**config.mk**
```make
export PLATFORM = sky130hd
export DESIGN_NAME = msine_scale
export DESIGN_NICKNAME = d
export VERILOG_FILES = /design/src/msine_pkg.sv /design/src/msine_scale.sv
export VERILOG_INCLUDE_DIRS = /design/src /design/src/src
export SDC_FILE = /design/constraint.sdc
export NUM_CORES = 1
export LEC_CHECK = 0
export ABC_AREA = 1
export ABC_CLOCK_PERIOD_IN_PS = 8090
export BUFFER_PORTS_ARGS = -buffer_cell sky130_fd_sc_hd__buf_2
export CAP_MARGIN = 20
export CORE_ASPECT_RATIO = 0.5
export CORE_UTILIZATION = 65
export DETAILED_ROUTE_END_ITERATION = 7
export GPL_TIMING_DRIVEN = 0
export PLACE_DENSITY = 0.84
export SYNTH_ARGS = -nofsm -noshare
export SYNTH_HDL_FRONTEND = slang
export SYNTH_SLANG_ARGS = --single-unit
```
**constraint.sdc**
```tcl
create_clock -name clock -period 8.09 [get_ports clock]
set_clock_uncertainty 0.15 [all_clocks]
set_input_delay 1.618 -clock clock [delete_from_list [all_inputs] [get_ports clock]]
set_output_delay 1.618 -clock clock [all_outputs]
set_load 0.03 [all_outputs]
```
**src/multisine_generator_defines.svh**
```systemverilog
// ----------------------------------------------------------------------------
// multisine generator assertion macros
// shared concurrent assertion forms, clocked on clock and disabled in reset
// ----------------------------------------------------------------------------
`ifndef MULTISINE_GENERATOR_DEFINES_SVH
`define MULTISINE_GENERATOR_DEFINES_SVH

// consequent checked in the same cycle
`define MSINE_ASSERT_NOW(label, ante, cons, msg) \
   label: assert property (@(posedge clock) disable iff (reset) (ante) |-> (cons)) \
      else $error(msg);

// consequent checked in the next cycle
`define MSINE_ASSERT_NEXT(label, ante, cons, msg) \
   label: assert property (@(posedge clock) disable iff (reset) (ante) |=> (cons)) \
      else $error(msg);

`endif

```
**src/msine_pkg.sv**
```systemverilog
// ----------------------------------------------------------------------------
// msine_pkg
// shared types, register codes and sine table generation for the multisine
// generator
// ----------------------------------------------------------------------------
package msine_pkg;

   localparam int PHASE_W       = 32;
   localparam int SINE_W        = 15;
   localparam int AMP_W         = 16;
   localparam int MULT_W        = 4;
   localparam int HARM_W        = 28;
   localparam int MAX_HARMONICS = 7;
   localparam int SAMPLE_W      = 27;
   localparam int CSR_DATA_W    = 32;
   localparam int CSR_INDEX_W   = 2;

   // register indexes
   localparam logic [CSR_INDEX_W-1:0] CSR_BASE_STEP = 2'd0;
   localparam logic [CSR_INDEX_W-1:0] CSR_AMPLITUDE = 2'd1;
   localparam logic [CSR_INDEX_W-1:0] CSR_HARMONICS = 2'd2;

   localparam logic [PHASE_W-1:0] BASE_STEP_RESET = 32'd683565;
   localparam logic [AMP_W-1:0]   AMPLITUDE_RESET = 16'd1024;
   localparam logic [HARM_W-1:0]  HARMONICS_RESET = 28'h6497531;

   localparam logic signed [SAMPLE_W-1:0] SAMPLE_MAX = {1'b0, {(SAMPLE_W-1){1'b1}}};
   localparam logic signed [SAMPLE_W-1:0] SAMPLE_MIN = {1'b1, {(SAMPLE_W-1){1'b0}}};

   // fixed point constants for the table build
   localparam logic [63:0] HALF_PI_Q30 = 64'd1686629713;
   localparam logic [63:0] ONE_Q30     = 64'd1 << 30;
   localparam logic [63:0] SINE_DIVS [6] = '{64'd156, 64'd110, 64'd72, 64'd42, 64'd20, 64'd6};

   typedef struct packed {
      logic valid;
      logic restart;
   } ctrl_type;

   // quarter-wave entry k of 2^tb, q30 horner taylor series through x^13
   function automatic logic [SINE_W-1:0] sine_entry(input int unsigned k,
                                                    input int unsigned tb);
      logic [63:0] x;
      logic [63:0] x2;
      logic [63:0] t;
      logic [63:0] d;
      logic [63:0] s;
      logic [63:0] r;
      int          j;
      x  = (64'(k) * HALF_PI_Q30) >> tb;
      x2 = (x * x) >> 30;
      t  = ONE_Q30;
      for (j = 0; j < 6; j++) begin
         d = ((x2 * t) >> 30) / SINE_DIVS[j];
         t = (d >= ONE_Q30) ? 64'd0 : ONE_Q30 - d;
      end
      s = (x * t) >> 30;
      r = (s * 64'd32767 + (64'd1 << 29)) >> 30;
      return (r > 64'd32767) ? {SINE_W{1'b1}} : r[SINE_W-1:0];
   endfunction

endpackage

```
**src/msine_scale.sv**
```systemverilog
// ----------------------------------------------------------------------------
// msine_scale
// amplitude multiply, floor shift and saturation, followed by the output
// register and skid stage that decouple the row from the receiver
// ----------------------------------------------------------------------------
`include "multisine_generator_defines.svh"

module msine_scale
   import msine_pkg::*;
#(
   parameter int SUM_W = 19
) (
   input  logic                       clock,
   input  logic                       reset,
   input  ctrl_type                   ctrl_in,
   input  logic signed [SUM_W-1:0]    sum_in,
   input  logic [AMP_W-1:0]           amplitude,
   output logic                       en,
   output logic                       rsp_valid,
   input  logic                       rsp_ready,
   output logic signed [SAMPLE_W-1:0] rsp_sample
);

   localparam int PROD_W = SUM_W + AMP_W + 1;
   localparam int RES_W  = PROD_W - 8;
   localparam int EXT_W  = (RES_W > SAMPLE_W) ? RES_W : SAMPLE_W;
   localparam logic signed [EXT_W-1:0] SAT_HI = EXT_W'(SAMPLE_MAX);
   localparam logic signed [EXT_W-1:0] SAT_LO = EXT_W'(SAMPLE_MIN);

   logic                       pv_ff;
   logic signed [PROD_W-1:0]   prod_ff;
   logic signed [PROD_W-1:0]   prod_in;
   logic signed [RES_W-1:0]    res;
   logic signed [EXT_W-1:0]    res_ext;
   logic signed [SAMPLE_W-1:0] sat;
   logic                       take;
   logic                       out_v_ff;
   logic                       skid_v_ff;
   logic signed [SAMPLE_W-1:0] out_ff;
   logic signed [SAMPLE_W-1:0] skid_ff;

   assign en      = !skid_v_ff;
   assign take    = pv_ff && en;
   assign prod_in = PROD_W'(sum_in) * PROD_W'($signed({1'b0, amplitude}));

   // arithmetic shift gives the floor of the division by 256
   assign res     = prod_ff[PROD_W-1:8];
   assign res_ext = EXT_W'(res);

   always_comb begin
      if (res_ext > SAT_HI) begin
         sat = SAMPLE_MAX;
      end else if (res_ext < SAT_LO) begin
         sat = SAMPLE_MIN;
      end else begin
         sat = res_ext[SAMPLE_W-1:0];
      end
   end

   always_ff @(posedge clock) begin
      if (reset) begin
         pv_ff     <= 1'b0;
         out_v_ff  <= 1'b0;
         skid_v_ff <= 1'b0;
      end else begin
         if (en) begin
            pv_ff <= ctrl_in.valid;
         end
         if (!out_v_ff || rsp_ready) begin
            if (skid_v_ff) begin
               out_v_ff  <= 1'b1;
               skid_v_ff <= 1'b0;
            end else begin
               out_v_ff <= take;
            end
         end else if (take) begin
            skid_v_ff <= 1'b1;
         end
      end
   end

   always_ff @(posedge clock) begin
      if (en) begin
         prod_ff <= prod_in;
      end
      if (!out_v_ff || rsp_ready) begin
         out_ff <= skid_v_ff ? skid_ff : sat;
      end else if (take) begin
         skid_ff <= sat;
      end
   end

   assign rsp_valid  = out_v_ff;
   assign rsp_sample = out_ff;

   `MSINE_ASSERT_NOW(a_skid_behind_out, skid_v_ff, out_v_ff,
      "skid stage holds a request while the output register is empty")
   `MSINE_ASSERT_NEXT(a_skid_kept, skid_v_ff && !rsp_ready, skid_v_ff,
      "skid stage dropped a request while the receiver stalled")

endmodule

```
# Word level (Yosys, flattened, before mapping)
# Cells that the tools add are included.
[word_totals] reg_bits=93 latchBits=0 ramBits=0 rom_bits=0 input_bits=40 out_inout_bits=29 word_cells=20 n_memories=0
[op_classes] addsub=0 n_mul=1 div_mod_pow=0 order_cmp=2 eq_ne=0 shifts=0 n_mux=4 bitwise=1 reduce_logical=6
[op_table] cell="27-bit two-way mux" count=3
[op_table] cell="19-bit by 17-bit multiplier with 36-bit output" count=1
[op_table] cell="28-bit by 27-bit > comparator with 1-bit output (second input constant)" count=1
[op_table] cell="28-bit by 27-bit less-than comparator with 1-bit output (second input constant)" count=1
[op_table] cell="1-bit zero test" count=2
[op_table] cell="2-bit AND reduction" count=1
[op_table] cell="2-bit OR reduction" count=1
[op_table] cell="1-bit logical AND" count=1
[op_table] cell="1-bit logical OR" count=1
[op_table] cell="1-bit two-way mux" count=1
[op_table] cell="1-bit inverter" count=1

# Depth between registers and ports, before layout
[logic_depth] word_depth=4 depth_mapped=28 depth_no_buf=26

# Worst setup path after synthesis
# OpenSTA, ideal clock, no wires.
[synth_timing] path_type="in2reg" startpoint="in amplitude[3]" endpoint="reg prod_ff[33], data pin" t_arrival_ns=6.701 setup_slack_ns=0.987 path_stages=21 path_buffers=2 path_cell_list="clkbuf_1 -> buf_1 -> nand2_1 -> fa_1 -> fa_1 -> inv_1 -> fa_1 -> fa_1 -> fa_1 -> inv_1 -> fa_1 -> inv_1 -> ha_1 -> a21oi_1 -> inv_1 -> o21ai_0 -> nand2_1 -> a21oi_1 -> nand2_1 -> nand2_1 -> nand2_1"
[synth_between] elab_chain_len=1
[synth_rtl] item="from (decl)" line_no="msine_scale.sv:17" text="input logic [AMP_W-1:0] amplitude,"
[synth_rtl] item="19-bit by 17-bit multiplier with 36-bit output" line_no="msine_scale.sv:44" text="assign prod_in = PROD_W'(sum_in) * PROD_W'($signed({1'b0, amplitude}));"
[synth_rtl] item="net prod_in[33]" line_no="msine_scale.sv:32" text="logic signed [PROD_W-1:0] prod_in;"
[synth_rtl] item="to (signal assigned)" line_no="msine_scale.sv:84" text="prod_ff <= prod_in;"
[synth_rtl] item="to (decl)" line_no="msine_scale.sv:31" text="logic signed [PROD_W-1:0] prod_ff;"
# The timed path passes the listed nets, and every way through them passes these cells.
# A chain may end at the register's enable or synchronous reset.

# Worst setup path in the final report
[layout_timing] startpoint="in amplitude[11]" endpoint="reg prod_ff[32], data pin"
# The elaborated chain is that of the path after synthesis.

==> metrics.cfg <==
[global_route]
grt_antenna_before_repair = 0
grtUsageTotal_pct = 34.7
grt_max_degree = 39
total_grt_overflow = 0
grt_pass1_wl_um = 64700
via_count_of_the_first_global_routing_pass = 12900

[placed_design]
port_buffers = 34
routability_cong = 1.02
pre_cts_setup_slack_ns = -0.383
dpl.hpwl_um = 32900

[sta]
min_period_ns = 7.97
max_slew.worst_pin.slew_ns = 0.884
setup_viol = 0
drv_slew = 0
finalWorstSetupSlack_ns = 0.118
finalHoldWorstSlack_ns = 0.355
fmaxAchievable_mhz = 125
timing_hold_violations_final = 0
tns_ns = 0
rsz0062_at_grt = false
slew_headroom_pct = 41.1
post-route-period-util_pct = 98.5

[floorplanning]
floorplan.initialDensity_pct = 67.2
num_rows = 39
die_width_um = 221
die_h_um = 111
top_level_ports = 69
dieArea_sq_mm = 0.0246
floorplan.core_area_sq_mm = 0.0231

[setup_path]
worst-r2r-cell-count = 4
critical_path_peak_fanout = 10
timing_worst_setup_path_type = primary input to flop
critical_path_arrival_ns = 7.89
critical_path.endpoint_type = flop
setup.worst_path.start_class = primary input
timing.critical_path.required_ns = 8.01

[routing]
drt_first_pass_iters = 7
route.detailed.drc = 7
wl_per_cell_um = 17.3
number_of_nets_with_antenna_violations_after_detailed_routing = 0
via_count = 12400
detail_route.wirelength_um = 39500
detail_route.iter0.violations = 1276
detail_route.vias_per_cell = 5.43

[run]
drv.max_cap_violation_count = 0

[clock_network]
clk_pin_slew_worst_paths_ns = 0.06
post_cts.repair.setup_buffers = 0
cts_root_buffer = sky130_fd_sc_hd__clkbuf_16
clkLatencyLatePin_ns = 0.34
clock_sinks = 85
post_cts_hold_buffer_count = 0
tritoncts = yes
htree_num_levels = 3
ctsLongestPathBuffers = 2
numCtsBuffers = 9

[final_layout]
num-nets-final = 2404
final_layout_size_suffix_gt1_share_pct = 4.10
area_growth_syn_to_layout_pct = 5.81
antenna_cells = 0

[synth]
synth_flop_cell = sky130_fd_sc_hd__edfxtp_1
synth.largest_area_cell = sky130_fd_sc_hd__fa_1
postSynth.asyncResetShare_pct = 0
synth-seq-cells = 85
syn_nets = 2356
synth_edf_count = 82
seq_area_frac_synth_pct = 16.2
avgSynthCellArea_sq_um = 8.08
synthCells = 1922
synth.yosys.warnings = 0
yosys.area.top_type_share_pct = 39.3
synth_cell_types = 36
synth_area_sq_mm = 0.0155
synth.area.top_cells = sky130_fd_sc_hd__fa_1, sky130_fd_sc_hd__edfxtp_1, sky130_fd_sc_hd__inv_1

[worst_hold_path]
timing.hold.worst_path_depth = 2
hp-class = flop to flop

[outcome]
status = finished with violations
failed_checks = DRC

==> sequential cells by signal, summed over array words and instances, names as in the netlist <==
signal and cells:
rsp_valid 1, rsp_sample 27, skid_ff 27, skid_v_ff 1
pv_ff 1, prod_ff 28
==> critical path, cell delays in order <==
cell and delay, ns:
sky130_fd_sc_hd__clkbuf_1 0.60, sky130_fd_sc_hd__buf_1 0.61, sky130_fd_sc_hd__nand2_1 0.19, sky130_fd_sc_hd__fa_1 0.58, sky130_fd_sc_hd__inv_1 0.06, sky130_fd_sc_hd__fa_1 0.55, sky130_fd_sc_hd__fa_1 0.46, sky130_fd_sc_hd__fa_1 0.51
sky130_fd_sc_hd__fa_1 0.55, sky130_fd_sc_hd__inv_1 0.06, sky130_fd_sc_hd__fa_1 0.52, sky130_fd_sc_hd__inv_1 0.04, sky130_fd_sc_hd__ha_1 0.38, sky130_fd_sc_hd__a21oi_1 0.22, sky130_fd_sc_hd__o21ai_0 0.13, sky130_fd_sc_hd__a21oi_1 0.36
sky130_fd_sc_hd__nor2_1 0.08, sky130_fd_sc_hd__nor2_1 0.14, sky130_fd_sc_hd__nand2_1 0.07, sky130_fd_sc_hd__nand2_1 0.05, sky130_fd_sc_hd__nand2_1 0.09
==> layout by cell type, fill, tap and decap left out, drive strengths merged <==
| master | count |
|---|---|
| nor3 | 7 |
| or2 | 1 |
| o21bai | 1 |
| bufinv | 1 |
| a31oi | 27 |
| nor2 | 66 |
| a21boi | 1 |
| a21oi | 32 |
| nand2 | 526 |
| inv | 596 |
| nand3 | 26 |
| xnor2 | 2 |
| clkbuf | 89 |
| buf | 43 |
| nand3b | 1 |
| edfxtp | 82 |
| nand4 | 3 |
| nor4 | 2 |
| o21ai | 50 |
| and2 | 2 |
| a211oi | 1 |
| xor2 | 13 |
| ha | 89 |
| fa | 305 |
| clkinv | 2 |
| clkinvlp | 1 |
| and3 | 3 |
| dfxtp | 3 |
==> path summary, 6_finish.rpt <==
kind,startpoint,endpoint,slack (ns)
worst max-delay path,amplitude[11],prod_ff[32],0.12
worst min-delay path,pv_ff,pv_ff,0.35
worst max register to register,rsp_valid,skid_ff[9],5.83
worst min register to register,pv_ff,pv_ff,0.35
==> cell families (layout without fill, tap and decap cells) <==
family | count (synthesis) | after routing | share of synthesized area [%]
AOI/OAI and AO/OA | 112 | 112 | 3.90
buffers and inverters | 679 | 732 | 16.4
xor gates and xnor gates | 15 | 15 | 0.846
and+or+nand+nor | 637 | 637 | 16.1
DFF | 85 | 85 | 16.2
adders and majority gates | 394 | 394 | 46.5
==> cells in the mapped netlist (6+ instances only) <==
| cell type | number |
|---|---|
| sky130_fd_sc_hd__inv_2 | 6 |
| sky130_fd_sc_hd__nand2_1 | 521 |
| sky130_fd_sc_hd__a31oi_1 | 27 |
| sky130_fd_sc_hd__nand3_1 | 26 |
| sky130_fd_sc_hd__nor3_1 | 6 |
| sky130_fd_sc_hd__o21ai_0 | 45 |
| sky130_fd_sc_hd__edfxtp_1 | 82 |
| sky130_fd_sc_hd__ha_1 | 89 |
| sky130_fd_sc_hd__xor2_1 | 13 |
| sky130_fd_sc_hd__clkbuf_1 | 80 |
| sky130_fd_sc_hd__fa_1 | 305 |
| sky130_fd_sc_hd__nor2_1 | 60 |
| sky130_fd_sc_hd__a21oi_1 | 31 |
| sky130_fd_sc_hd__inv_1 | 587 |
==> per-stage QoR <==
| step | instances | util [%] | area [sq um] |
|---|---|---|---|
| final | 2282 | 71.1 | 16400 |
| after global placement | 2263 | 69.6 | 16100 |
| after CTS | 2281 | 71.0 | 16400 |
| after floorplan | 1922 | - | 15500 |
| after global routing | 2282 | 71.1 | 16400 |
| after detailed placement | 2265 | 69.7 | 16100 |
==> cell type report <==
| type | count | area, sq um |
|---|---|---|
| Clock buffer | 10 | 229 |
| Fill cell | 1824 | 6690 |
| Buffer | 85 | 329 |
| Multi-Input combinational cell | 1158 | 10500 |
| Clock inverter | 6 | 68.8 |
| Inverter | 594 | 2230 |
| Tap cell | 307 | 384 |
| Timing Repair Buffer | 37 | 208 |
| Sequential cell | 85 | 2520 |
==> per-layer routing <==
layer  part of all wire [%]  routed length [um]  up-vias  GRT usage, %
met5                      0                   0        -             0
met4                    4.2                1640        0          13.7
met3                     11                4310      135          6.26
met2                     45               17700      738          54.8
met1                     40               15800     5947          48.2
li1                       -                   -     5574             -
==> timing repair <==
action	in CTS	in global routing
gates resized for setup	1	11
cloned	0	0
endpoints found under the setup margin	2	10
Power is left out: the tool's default activity adds up to more than one toggle a clock period on the data nets, which glitch-free logic cannot reach.
